`src/rtl/bbra_pkg.sv`:
```
// shared types, constants and helpers of the block run allocator
package bbra_pkg;

  localparam int BLOCKS      = 64;
  localparam int BLK_W       = 6;
  localparam int ADDR_W      = 18;
  localparam int SIZE_W      = 12;
  localparam int PAGE_FLD_W  = 6;
  localparam logic [6:0] MAX_RUN = 7'd63;

  typedef enum logic {
    OP_ALLOC = 1'b0,
    OP_FREE  = 1'b1
  } op_t;

  typedef enum logic [1:0] {
    ST_OK           = 2'd0,
    ST_NO_PAGE      = 2'd1,
    ST_UNKNOWN_PAGE = 2'd2
  } status_t;

  // classified command handed from front to back
  typedef struct packed {
    logic                  is_free;
    logic                  too_big;
    logic [BLK_W-1:0]      blocks;
    logic [PAGE_FLD_W-1:0] page;
    logic [BLK_W-1:0]      blk;
  } cmd_t;

  typedef enum logic [2:0] {
    BK_IDLE,
    BK_SCAN,
    BK_OPEN,
    BK_FREE_UPD,
    BK_DONE
  } bk_state_t;

  // low len bits set
  function automatic logic [BLOCKS-1:0] run_mask(input logic [BLK_W-1:0] len);
    run_mask = (64'd1 << len) - 64'd1;
  endfunction

endpackage

```
`src/rtl/bbra_ifs.sv`:
```
// valid/ready channel interfaces for requests and results
interface bbra_in_if;
  logic        valid;
  logic        ready;
  logic        opcode;
  logic [11:0] size_bytes;
  logic [17:0] free_address;
  modport source (output valid, opcode, size_bytes, free_address, input ready);
  modport sink   (input valid, opcode, size_bytes, free_address, output ready);
endinterface


```
`src/rtl/bbra_front.sv`:
```
// request intake, classification and two-entry command queue
module bbra_front (
  input  logic              clk,
  input  logic              rst_n,
  bbra_in_if.sink           in_ch,
  output bbra_pkg::cmd_t    q_cmd,
  output logic              q_valid,
  input  logic              q_pop
);

  bbra_pkg::cmd_t q_r [2];
  bbra_pkg::cmd_t cmd_in;
  logic           wr_ptr_r, wr_ptr_nxt;
  logic           rd_ptr_r, rd_ptr_nxt;
  logic [1:0]     cnt_r, cnt_nxt;
  logic [6:0]     blocks_raw;
  logic           push, pop;

  // round bytes up to blocks, zero size takes one block
  always_comb begin
    blocks_raw       = 7'(({1'b0, in_ch.size_bytes} + 13'd63) >> 6);
    cmd_in.is_free   = (in_ch.opcode == bbra_pkg::OP_FREE);
    cmd_in.too_big   = (blocks_raw > bbra_pkg::MAX_RUN);
    cmd_in.blocks    = (blocks_raw == 7'd0) ? 6'd1 : blocks_raw[5:0];
    cmd_in.page      = in_ch.free_address[17:12];
    cmd_in.blk       = in_ch.free_address[11:6];
  end

  assign in_ch.ready = (cnt_r != 2'd2);
  assign push        = in_ch.valid && in_ch.ready;
  assign q_valid     = (cnt_r != 2'd0);
  assign pop         = q_pop && q_valid;
  assign q_cmd       = q_r[rd_ptr_r];

  // queue pointers
  always_comb begin
    wr_ptr_nxt = push ? ~wr_ptr_r : wr_ptr_r;
    rd_ptr_nxt = pop ? ~rd_ptr_r : rd_ptr_r;
    cnt_nxt    = cnt_r + {1'b0, push} - {1'b0, pop};
  end

  always_ff @(posedge clk) begin
    if (!rst_n) begin
      wr_ptr_r <= 1'b0;
      rd_ptr_r <= 1'b0;
      cnt_r    <= 2'd0;
    end else begin
      wr_ptr_r <= wr_ptr_nxt;
      rd_ptr_r <= rd_ptr_nxt;
      cnt_r    <= cnt_nxt;
    end
  end

  // queue storage
  always_ff @(posedge clk) begin
    if (push) begin
      q_r[wr_ptr_r] <= cmd_in;
    end
  end

  a_cnt_max: assert property (@(posedge clk) disable iff (!rst_n) cnt_r != 2'd3)
    else $error("command queue overfilled");
  a_cnt_step: assert property (@(posedge clk) disable iff (!rst_n)
    (push && !pop) |=> cnt_r == $past(cnt_r) + 2'd1)
    else $error("queue count missed a push");
  a_ptr_gap: assert property (@(posedge clk) disable iff (!rst_n)
    (cnt_r == 2'd0 || cnt_r == 2'd2) |-> wr_ptr_r == rd_ptr_r)
    else $error("queue pointers out of step");

endmodule

```
`src/flat_wrapper.sv`:
```
// flat-port wrapper written by rule: the top's interface ports become plain ports
module bbra_front_flat 
  (clk, rst_n, q_cmd, q_valid, q_pop, in_ch_valid, in_ch_opcode, in_ch_size_bytes, in_ch_free_address, in_ch_ready);
  bbra_in_if in_ch_i ();
  input  logic clk;
  input  logic rst_n;
  output bbra_pkg::cmd_t q_cmd;
  output logic q_valid;
  input  logic q_pop;
  input wire logic [$bits(in_ch_i.valid)-1:0] in_ch_valid;
  input wire logic [$bits(in_ch_i.opcode)-1:0] in_ch_opcode;
  input wire logic [$bits(in_ch_i.size_bytes)-1:0] in_ch_size_bytes;
  input wire logic [$bits(in_ch_i.free_address)-1:0] in_ch_free_address;
  output wire logic [$bits(in_ch_i.ready)-1:0] in_ch_ready;
  assign in_ch_i.valid = in_ch_valid;
  assign in_ch_i.opcode = in_ch_opcode;
  assign in_ch_i.size_bytes = in_ch_size_bytes;
  assign in_ch_i.free_address = in_ch_free_address;
  assign in_ch_ready = in_ch_i.ready;
  bbra_front u_core (.clk(clk), .rst_n(rst_n), .in_ch(in_ch_i), .q_cmd(q_cmd), .q_valid(q_valid), .q_pop(q_pop));
endmodule
```
`config.mk`:
```
export PLATFORM = sky130hd
export DESIGN_NAME = bbra_front_flat
export DESIGN_NICKNAME = d
export VERILOG_FILES = /design/src/rtl/bbra_pkg.sv /design/src/rtl/bbra_ifs.sv /design/src/rtl/bbra_front.sv /design/src/flat_wrapper.sv
export SDC_FILE = /design/constraint.sdc
export NUM_CORES = 1
export LEC_CHECK = 0
export BUFFER_PORTS_ARGS = -buffer_cell sky130_fd_sc_hd__buf_4
export CAP_MARGIN = 20
export CORE_MARGIN = 8
export CORE_UTILIZATION = 50
export CTS_CLUSTER_SIZE = 10
export DETAILED_ROUTE_END_ITERATION = 8
export GPL_ROUTABILITY_DRIVEN = 0
export HOLD_SLACK_MARGIN = 0.1
export PLACE_DENSITY = 0.77
export SLEW_MARGIN = 20
export SYNTH_ARGS = -nofsm -noshare
export SYNTH_HDL_FRONTEND = slang
export SYNTH_SLANG_ARGS = --single-unit
```
`constraint.sdc`:
```
create_clock -name clk -period 2.4 [get_ports clk]
set_clock_uncertainty 0.15 [all_clocks]
set_input_delay 0.12 -clock clk [delete_from_list [all_inputs] [get_ports clk]]
set_output_delay 0.12 -clock clk [all_outputs]
set_load 0.02 [all_outputs]
```
==> results of run 1 <==
==> worst paths after layout <==
path	startpoint	to	slack, ns
worst max register to register	u_core.cnt_r[1]$_SDFF_PN0_	u_core.cnt_r[0]$_SDFF_PN0_	0.32
worst min-delay path	in_ch_size_bytes[6]	u_core.q_r[0][12]$_DFFE_PP_	0.14
worst max-delay path	u_core.cnt_r[1]$_SDFF_PN0_	u_core.cnt_r[0]$_SDFF_PN0_	0.32
worst min register to register	u_core.rd_ptr_r$_SDFFE_PN0P_	u_core.rd_ptr_r$_SDFFE_PN0P_	0.41
==> worst min-delay path, stage by stage <==
cell	delay, ns
buf_4	0.11
a21oi_1	0.04
a31oi_1	0.22
==> cells in the mapped netlist (2+ instances only) <==
master / number / area, sq um
edfxtp_1: 40 / 1201
mux2_1: 18 / 202.7
dfxtp_1: 5 / 100.1
a21oi_1: 4 / 20.02
inv_1: 4 / 15.01
xnor2_1: 4 / 35.03
xor2_1: 4 / 35.03
and2_1: 3 / 18.77
a21boi_1: 2 / 15.01
and3_1: 2 / 12.51
buf_2: 2 / 10.01
ha_1: 2 / 25.02
mux2_2: 2 / 22.52
nor2_1: 2 / 7.510
nor2b_1: 2 / 12.51
==> power by group through the flow <==
stage	Clock, mW	Combinational [mW]	Sequential (mW)
floorplan	0	0.480	1.03
global placement	0	0.776	1.04
detailed placement	0	0.793	1.05
CTS	0.450	0.836	1.03
global route	0.474	0.882	1.04
finish	0.435	0.820	1.03
==> layout make-up <==
type                    count  area, sq um  area share (%)
flip-flops and latches     45         1301           50.24
repair buffers             77        638.1           24.64
multi-input cells          57        499.2           19.28
well taps                  48        60.06           2.319
clock buffers               6        41.29           1.594
clock inverters             2        35.03           1.353
inverters                   4        15.01          0.5797
==> sequential cells by signal, summed over array words and instances (netlist names), named ones only <==
| register | flops |
|---|---|
| u_core.q_r | 40 |
| u_core.rd_ptr_r | 1 |
| u_core.cnt_r | 2 |
| u_core.wr_ptr_r | 1 |
==> through the flow <==
stage / power [mW] / hold WS, ns / instance area [sq um] / util (%) / instances
5_1_grt: 2.395 / 0.1594 / 2590 / 72.38 / 239
3_5_place_dp: 1.839 / 0.1578 / 2273 / 63.53 / 207
2_1_floorplan: 1.514 / 0.06887 / 1826 / - / 108
6_report: 2.284 / 0.1386 / 2590 / 72.38 / 239
3_3_place_gp: 1.815 / 0.1558 / 2273 / 63.53 / 207
4_1_cts: 2.315 / 0.1198 / 2590 / 72.38 / 239
==> kinds of logic after synthesis <==
kind of cell	Yosys count	synth area share, %
AO/OA/AOI/OAI	10	3.633
XOR/XNOR	8	3.838
AND/OR/NAND/NOR	17	6.169
buffers and inverters	6	1.371
adder cells (fa/ha/maj)	2	1.371
multiplexers	20	12.34
flip-flops	45	71.28
==> layer usage <==
| metal | global-route usage, % | vias up | routed length, um | part of all wire (%) |
|---|---|---|---|---|
| li1 | - | 569 | - | - |
| met1 | 11.32 | 544 | 1274 | 36 |
| met2 | 22.96 | 39 | 1899 | 54 |
| met3 | 6.368 | 6 | 289 | 8.2 |
| met4 | 4.038 | 0 | 43 | 1.2 |
| met5 | 0 | - | 0 | 0 |
==> reports/metrics.yaml, run 1 <==
outcome:
  status: "completed"
route:
  post_drt_wl_per_cell_um: 14.67
  detailroute.via_count: 1158
  routed_wl_um: 3507
  vias_per_cell: 4.845
  antenna_left: 0
  drt_iter0_drc: 46
  drt-pass1-iter-count: 4
  route.detailed.drc: 0
placed_design:
  pre_cts_ws_ns: 0.6406
  detailed_place_hpwl_um: 2384
  portBuffers: 50
finish:
  antenna_cells: 0
  fill_cells: 252
  area_growth_pct: 41.88
  final_cell_mix: "buf_4 (53), edfxtp_1 (40), dlygate4sd3_1 (24)"
  layout_commonest_cell: "buf_4"
  drive_above_1_share_pct: 33.51
  layout.nets: 227
timing:
  period_minus_slack_ns: 2.081
  max-slew-margin-rel_pct: 72.91
  fin_setup_tns_ns: 0
  setup_viol: 0
  tightest_slew_ns: 0.4049
  hold_viol_final: 0
  layout_setup_ws_ns: 0.3187
  fmax_ghz: 0.4805
  period_share_pct: 86.72
  drv_slew: 0
  rsz0062_at_grt: "no"
critical_path:
  start_kind: "register"
  critPathTopFamily: "buffers and inverters"
  cp_slowest_stage_delay_ns: 0.54
  path_class: "register to register"
  worst_ep_arrival_time_ns: 2.18
  critical_path_depth: 6
  cp_slowest_cell: "dlygate4sd3_1"
  cp-end-kind: "register"
  rr_worst_depth: 6
  crit_fanout: 4
  path_cells: "o21a_1 > ha_1 > inv_1 > ha_1 > and2_1 > dlygate4sd3_1"
  worstPathRequired_ns: 2.49
  worst-path-buf-inv: 2
  crit_top_cell: "ha_1"
logic_synthesis:
  synthesis.nets: 145
  synth_cells: 108
  yosysSeqAreaShare_pct: 71.28
  avgSynthCellArea_sq_um: 16.90
  synth_top_flop_cell: "edfxtp_1"
  ys_async_sr_fraction_pct: 0
  ys_seq_elements: 45
  synth_cell_types: 27
  synth_warnings: 0
  synth-edff-count: 40
  synth_area_sq_mm: 0.001826
floorplanning:
  core-area_sq_mm: 0.003578
  io_pins: 57
  dieHeight_um: 76.43
  die-area_sq_mm: 0.005841
  rows: 22
  initial_core_util_pct: 51.01
  fp.dieW_um: 76.43
global_routing:
  grt_pass1_vias: 1268
  grt_max_degree: 21
  grt_pass1_wl_um: 5754
  antenna_found_initial: 0
  grtUsageTotal_pct: 12.40
  grt.overflow.total: 0
hold_path:
  whs_path_depth: 3
  hold_class: "input port to register"
clock_tree:
  cts_buffer_depth: 2
  cts_hold_buf: 24
  clock_sinks: 45
  cts_inserted_buffers: 5
  post_cts_buffers: 0
  cts_root_buf: "clkbuf_4"
  ctsResizeCount: 0
  path_clk_slew_ns: 0.12
  cts_tree: "done"
  h-tree-depth: 2
  clk_latency_ns: 0.34
power_and_ir_drop:
  p_comb_share_pct: 35.9
  p_sw_share_pct: 29.80
  p_int_mw: 1.603
  cellLeakagePower_nw: 1.026
  sequentialPowerShare_pct: 45.0
  powerDensity_mw_per_mm2: 881.7
  peakVddDrop_uv: 507.8
  p_sw_mw: 0.6805
  pwr-share-clk_pct: 19.1
flow_run:
  cap_viol_max_count: 0
Note: power is estimated with default switching activity, not from simulation.
==> inputs of run 2 (changes only) <==
- ABC_AREA: unset -> 1
==> run 2 against run 1 <==
  * Routed wire length up 7.3%
  * Total power up 0.70%
  * Design area up 0.87%
  * Fmax up 6.3%
  * Clock power up 23%
  * Worst setup slack better by 0.12 ns
  * Final cell count up 7.1%
  * Non-clock buffer count down 2
  * Sequential share of layout area down 0.43 points
  * Area after synthesis up 0.55%
  * Synthesized cell count up 18%
==> reports/metrics.yaml, run 2 <==
critical_path:
  crit_fanout: 11  # was 4
  worstPathRequired_ns: 2.13  # was 2.49 ns
  worst_ep_arrival_time_ns: 1.69  # was 2.18 ns
  path_class: "register to primary output"  # was register to register
  start_kind: "register"  # unchanged
  cp-end-kind: "primary output"  # was register
timing:
  drv_slew: 0  # unchanged
  period_share_pct: 81.59  # was 86.72%
  max-slew-margin-rel_pct: 71.04  # was 72.91%
  rsz0062_at_grt: "no"  # unchanged
  hold_viol_final: 0  # unchanged
  fmax_ghz: 0.5107  # was 0.4805 GHz
  period_minus_slack_ns: 1.958  # was 2.081 ns
  fin_hold_ws_ns: 0.1460  # was 0.1386 ns
  setup_viol: 0  # unchanged
  fin_setup_tns_ns: 0  # unchanged
  tightest_slew_ns: 0.4338  # was 0.4049 ns
global_routing:
  grt_pass1_wl_um: 6161  # was 5754 um
  grtUsageTotal_pct: 13.46  # was 12.40%
  grt_pass1_vias: 1382  # was 1268
  grt.overflow.total: 0  # unchanged
  antenna_found_initial: 0  # unchanged
  grt_max_degree: 22  # was 21
logic_synthesis:
  synth_cell_types: 19  # was 27
  synth_warnings: 0  # unchanged
  yosysSeqAreaShare_pct: 70.89  # was 71.28%
  ys_seq_elements: 45  # unchanged
  yosys.area.top_type: "edfxtp_1"  # unchanged
  synth_top_area_share_pct: 65.44  # was 65.80%
  yosysMostFrequentCell: "edfxtp_1"  # unchanged
  avgSynthCellArea_sq_um: 14.45  # was 16.90 sq um
  synth_cells: 127  # was 108
  synth.top_cells.by_area: "edfxtp_1 (65%), mux2_2 (12%), dfxtp_1 (5.5%)"  # was edfxtp_1 (66%), mux2_1 (11%), dfxtp_1 (5.5%)
  synth_area_sq_mm: 0.001836  # was 0.001826 sq mm
  yosys-top-cells-count: "edfxtp_1 (40), mux2_2 (20), nand2_1 (14)"  # was edfxtp_1 (40), mux2_1 (18), dfxtp_1 (5)
  synth_top_flop_cell: "edfxtp_1"  # unchanged
  ys_async_sr_fraction_pct: 0  # unchanged
  synth-edff-count: 40  # unchanged
  synthesis.nets: 164  # was 145
outcome:
  status: "completed"  # unchanged
power_and_ir_drop:
  cellLeakagePower_nw: 1.079  # was 1.026 nW
  peakVddDrop_uv: 569.2  # was 507.8 uV
  powerDensity_mw_per_mm2: 880.3  # was 881.7 mW/mm^2
route:
  route.detailed.drc: 0  # unchanged
  antenna_left: 0  # unchanged
  routed_wl_um: 3762  # was 3507 um
  drt_iter0_drc: 34  # was 46
  route.met2.wl_um: 2051  # was 1899 um
  top_layer: "met4"  # unchanged
  m1WireLength_um: 1429  # was 1274 um
  vias_per_cell: 4.766  # was 4.845
  post_drt_wl_per_cell_um: 14.70  # was 14.67 um
  detailroute.via_count: 1220  # was 1158
  met3_length_um: 247  # was 289 um
  drt-pass1-iter-count: 4  # unchanged
clock_tree:
  clock_sinks: 45  # unchanged
  ctsResizeCount: 0  # unchanged
  cts_tree: "done"  # unchanged
  cts_root_buf: "clkbuf_8"  # was clkbuf_4
  path_clk_slew_ns: 0.07  # was 0.12 ns
  cts_buffer_depth: 2  # unchanged
  post_cts_buffers: 0  # unchanged
  cts_inserted_buffers: 5  # unchanged
  clk_latency_ns: 0.29  # was 0.34 ns
  h-tree-depth: 2  # unchanged
floorplanning:
  io_pins: 57  # unchanged
  core-area_sq_mm: 0.003606  # was 0.003578 sq mm
  dieHeight_um: 76.59  # was 76.43 um
  die-area_sq_mm: 0.005866  # was 0.005841 sq mm
  fp.dieW_um: 76.59  # was 76.43 um
  rows: 22  # unchanged
  initial_core_util_pct: 50.90  # was 51.01%
finish:
  layout.nets: 244  # was 227
  layout_commonest_cell: "buf_4"  # unchanged
  final_cells: 256  # was 239
  drive_above_1_share_pct: 43.27  # was 33.51%
  area_growth_pct: 42.33  # was 41.88%
  largest_reg_flops: 40  # unchanged
  final_cell_mix: "buf_4 (54), edfxtp_1 (40), dlygate4sd3_1 (21)"  # was buf_4 (53), edfxtp_1 (40), dlygate4sd3_1 (24)
  fin_area_sq_mm: 0.002613  # was 0.002590 sq mm
  largestRegisters: "u_core.q_r: 40 flops, u_core.cnt_r: 2 flops"  # unchanged
  top_register: "u_core.q_r"  # unchanged
  antenna_cells: 0  # unchanged
placed_design:
  portBuffers: 50  # unchanged
  placedCellCount: 227  # was 207
  detailed_place_hpwl_um: 2594  # was 2384 um
  dpl_cell_area_sq_mm: 0.002296  # was 0.002273 sq mm
flow_run:
  cap_viol_max_count: 0  # unchanged
hold_path:
  hold_class: "input port to register"  # unchanged
## run 2: cell types whose count changed after synthesis, moves of 4 or more
cell     previous run  this run
inv_1               4        12
mux2_1             18         0
mux2_2              2        20
nand2_1             1        14
nand2_2             0         4
nor2_1              2         9
## run 2: critical path: stages, from the launching register on
cell and delay (ns):
dfxtp_1 0.59, buf_4 0.29, mux2_2 0.36, buf_4 0.16
## run 2: cells by family after synthesis
kind of cell	count (synthesis)	share of synthesized area [%]
mux	20	12.27
fa+ha+maj	2	1.363
simple gates	34	8.520
compound gates	6	1.636
xor+xnor	4	1.909
buf+inv	16	3.408
flops	45	70.89
## run 2: stage by stage
stage / power (mW) / setup slack (ns) / util (%)
global placement: 1.726 / 0.7683 / 63.67
CTS: 2.320 / 0.4158 / 72.45
global route: 2.413 / 0.3337 / 72.45
floorplan: 1.457 / 0.3197 / -
detailed placement: 1.759 / 0.6680 / 63.67
finish: 2.300 / 0.4418 / 72.45
## run 2: repair_timing
action	CTS	global route
setup endpoints to repair	0	0
hold endpoints to repair	39	0
hold buffers	21	0
## run 2: final timing paths
check / startpoint / to / slack, ns / cells after the start
min: in_ch_size_bytes[9] / u_core.q_r[0][15]$_DFFE_PP_ / 0.15 / 5
max: register / q_cmd[19] / 0.44 / 3
max reg2reg: u_core.cnt_r[0]$_SDFF_PN0_ / u_core.cnt_r[1]$_SDFF_PN0_ / 0.64 / 10
min reg2reg: u_core.rd_ptr_r$_SDFFE_PN0P_ / register / 0.33 / 1
## run 2: power by group
part	internal [mW]	switching, mW	total (mW)	leakage (nW)
clock network	0.307	0.229	0.536	0.0528
registers	0.986	0.0479	1.03	0.415
logic	0.348	0.383	0.730	0.611
## run 2: metal layers
metal | vias up | global-route usage, %
li1 | 603 | -
met1 | 573 | 12.38
met2 | 40 | 25.54
met3 | 4 | 5.189
met4 | 0 | 5.577
met5 | - | 0
## run 2: area by class of cell
| type | count | area, sq um |
|---|---|---|
| Fill cell | 253 | 993.5 |
| Multi-Input combinational cell | 66 | 476.7 |
| Timing Repair Buffer | 75 | 615.6 |
| Clock buffer | 6 | 72.57 |
| Inverter | 14 | 52.55 |
| Sequential cell | 45 | 1301 |
| Clock inverter | 2 | 33.78 |
| Tap cell | 48 | 60.06 |
==> inputs of run 3 (changes only) <==
- CORE_UTILIZATION: 50 -> 45
- PLACE_DENSITY: 0.77 -> 0.73
- clock period: 2.4 -> 1.7 ns (I/O delays scaled with it)
==> run 3 against run 2 <==
  * Critical endpoint is now u_core.cnt_r[1]$_SDFF_PN0_
  * First-iteration DRC count increased by 110%
  * Final cell count increased by 2.0%
  * Routed wire length is 2.0% lower
  * Combinational power increased by 55%
  * Count of clock-buffer cells in the layout is the same
  * Sequential power up 40%
==> reports/metrics.yaml, run 3 (synthesized netlist as in run 2, its figures left out) <==
outcome:
  status: "completed"  # unchanged
route:
  drt_iter0_drc: 71  # was 34
  vias_per_cell: 4.736  # was 4.766
  post_drt_wl_per_cell_um: 14.13  # was 14.70 um
  route.detailed.drc: 0  # unchanged
  antenna_left: 0  # unchanged
  drt-pass1-iter-count: 4  # unchanged
  detailroute.via_count: 1236  # was 1220
  routed_wl_um: 3687  # was 3762 um
floorplanning:
  die-area_sq_mm: 0.006378  # was 0.005866 sq mm
  core-area_sq_mm: 0.003971  # was 0.003606 sq mm
  dieHeight_um: 79.87  # was 76.59 um
  io_pins: 57  # unchanged
  fp.dieW_um: 79.87  # was 76.59 um
  rows: 23  # was 22
  initial_core_util_pct: 46.22  # was 50.90%
timing:
  fin_setup_tns_ns: 0  # unchanged
  period_share_pct: 94.75
  drv_slew: 0  # unchanged
  hold_viol_final: 0  # unchanged
  period_minus_slack_ns: 1.611
  setup_viol: 0  # unchanged
  max-slew-margin-rel_pct: 84.59  # was 71.04%
  tightest_slew_ns: 0.2287  # was 0.4338 ns
  fin_hold_ws_ns: 0.07573  # was 0.1460 ns
  layout_setup_ws_ns: 0.08917  # was 0.4418 ns
  fmax_ghz: 0.6208
  rsz0062_at_grt: "no"  # unchanged
critical_path:
  start_kind: "input port"  # was register
  crit_fanout: 4  # was 11
  worst_ep_arrival_time_ns: 1.64  # was 1.69 ns
  worstPathRequired_ns: 1.73  # was 2.13 ns
  cp-end-kind: "register"  # was primary output
  path_class: "input port to register"  # was register to primary output
finish:
  final_cell_mix: "buf_4 (58), edfxtp_1 (40), mux2_2 (20), dlygate4sd3_1 (20), nand2_1 (12)"  # was buf_4 (54), edfxtp_1 (40), dlygate4sd3_1 (21)
  area_growth_pct: 45.13  # was 42.33%
  largestRegisters: "u_core.q_r: 40 flops, u_core.cnt_r: 2 flops"  # unchanged
  regArea_sq_mm: 0.001303  # was 0.001301 sq mm
  multi_input_area_sq_um: 504.2  # was 476.7 sq um
  post-route-util_pct: 67.08  # was 72.45%
  drive_above_1_share_pct: 48.82  # was 43.27%
  layout.nets: 247  # was 244
  antenna_cells: 0  # unchanged
  top_register: "u_core.q_r"  # unchanged
  largest_reg_flops: 40  # unchanged
  fill_cells: 287  # was 253
  layout_commonest_cell: "buf_4"  # unchanged
clock_tree:
  h-tree-depth: 2  # unchanged
  path_clk_slew_ns: 0.08  # was 0.07 ns
  cts_buffer_depth: 2  # unchanged
  cts_tree: "done"  # unchanged
  clk_latency_ns: 0.29  # about the same
  cts_inserted_buffers: 5  # unchanged
  cts_root_buf: "clkbuf_8"  # unchanged
  clock_sinks: 45  # unchanged
global_routing:
  grt_pass1_wl_um: 5899  # was 6161 um
  grt_pass1_vias: 1320  # was 1382
  grt_max_degree: 14  # was 22
  grtUsageTotal_pct: 12.01  # was 13.46%
  grt.overflow.total: 0  # unchanged
  antenna_found_initial: 0  # unchanged
power_and_ir_drop:
  powerDensity_mw_per_mm2: 1250  # was 880.3 mW/mm^2
  cellLeakagePower_nw: 1.091  # was 1.079 nW
  peakVddDrop_uv: 735.7  # was 569.2 uV
hold_path:
  hold_class: "input port to register"  # unchanged
flow_run:
  cap_viol_max_count: 0  # unchanged
placed_design:
  pre_cts_ws_ns: -0.02798  # was 0.6680 ns
  detailed_place_hpwl_um: 2770  # was 2594 um
  portBuffers: 50  # unchanged
[run 3: cell type report]
cell class / count / share of cell area (%)
repair buffers: 78 / 23.86
flip-flops and latches: 45 / 48.90
clock inverters: 2 / 1.268
inverters: 14 / 1.973
well taps: 50 / 2.349
clock buffers: 6 / 2.724
multi-input cells: 66 / 18.93
[run 3: critical path: stages]
cell	delay (ns)
buf_4	0.11
dlygate4sd3_1	0.56
nand2_2	0.07
inv_2	0.06
ha_4	0.25
inv_1	0.03
ha_2	0.17
xnor2_2	0.13
o21ai_1	0.13
a21oi_1	0.05
[run 3: layer usage]
metal | global-route usage [%] | wire length (um) | share of wire, %
met5 | 0 | 0 | 0
met4 | 3.818 | 41 | 1.1
met3 | 4.955 | 276 | 7.5
met2 | 22.09 | 1980 | 54
met1 | 11.91 | 1388 | 38
[run 3: repair_timing]
action	4_1_cts	5_1_grt
endpoints found under the setup margin	1	3
gates resized for setup	4	6
hold buffers	21	0
pin swaps	1	3
hold endpoints to repair	43	0
buffers inserted	0	2
[run 3: per-stage QoR]
stage                     power, mW  instances  instance area [sq um]
final                         3.330        261                   2664
after floorplan               2.060        127                   1841
after global routing          3.498        261                   2664
after detailed placement      2.502        231                   2313
after global placement        2.457        231                   2313
after CTS                     3.325        260                   2638
[run 3: power by group]
part / internal (mW) / switching [mW]
sequential: 1.39 / 0.0479
clock: 0.434 / 0.325
combinational: 0.542 / 0.589
total: 2.37 / 0.962
[run 3: worst paths after layout]
path,start,endpoint,slack (ns),cells after the start
worst min register to register,u_core.rd_ptr_r$_SDFFE_PN0P_,register,0.32,1
worst min-delay path,in_ch_size_bytes[6],u_core.q_r[1][13]$_DFFE_PP_,0.08,4
worst max-delay path,q_pop,u_core.cnt_r[1]$_SDFF_PN0_,0.09,10
worst max register to register,u_core.cnt_r[1]$_SDFF_PN0_,u_core.cnt_r[1]$_SDFF_PN0_,0.10,10
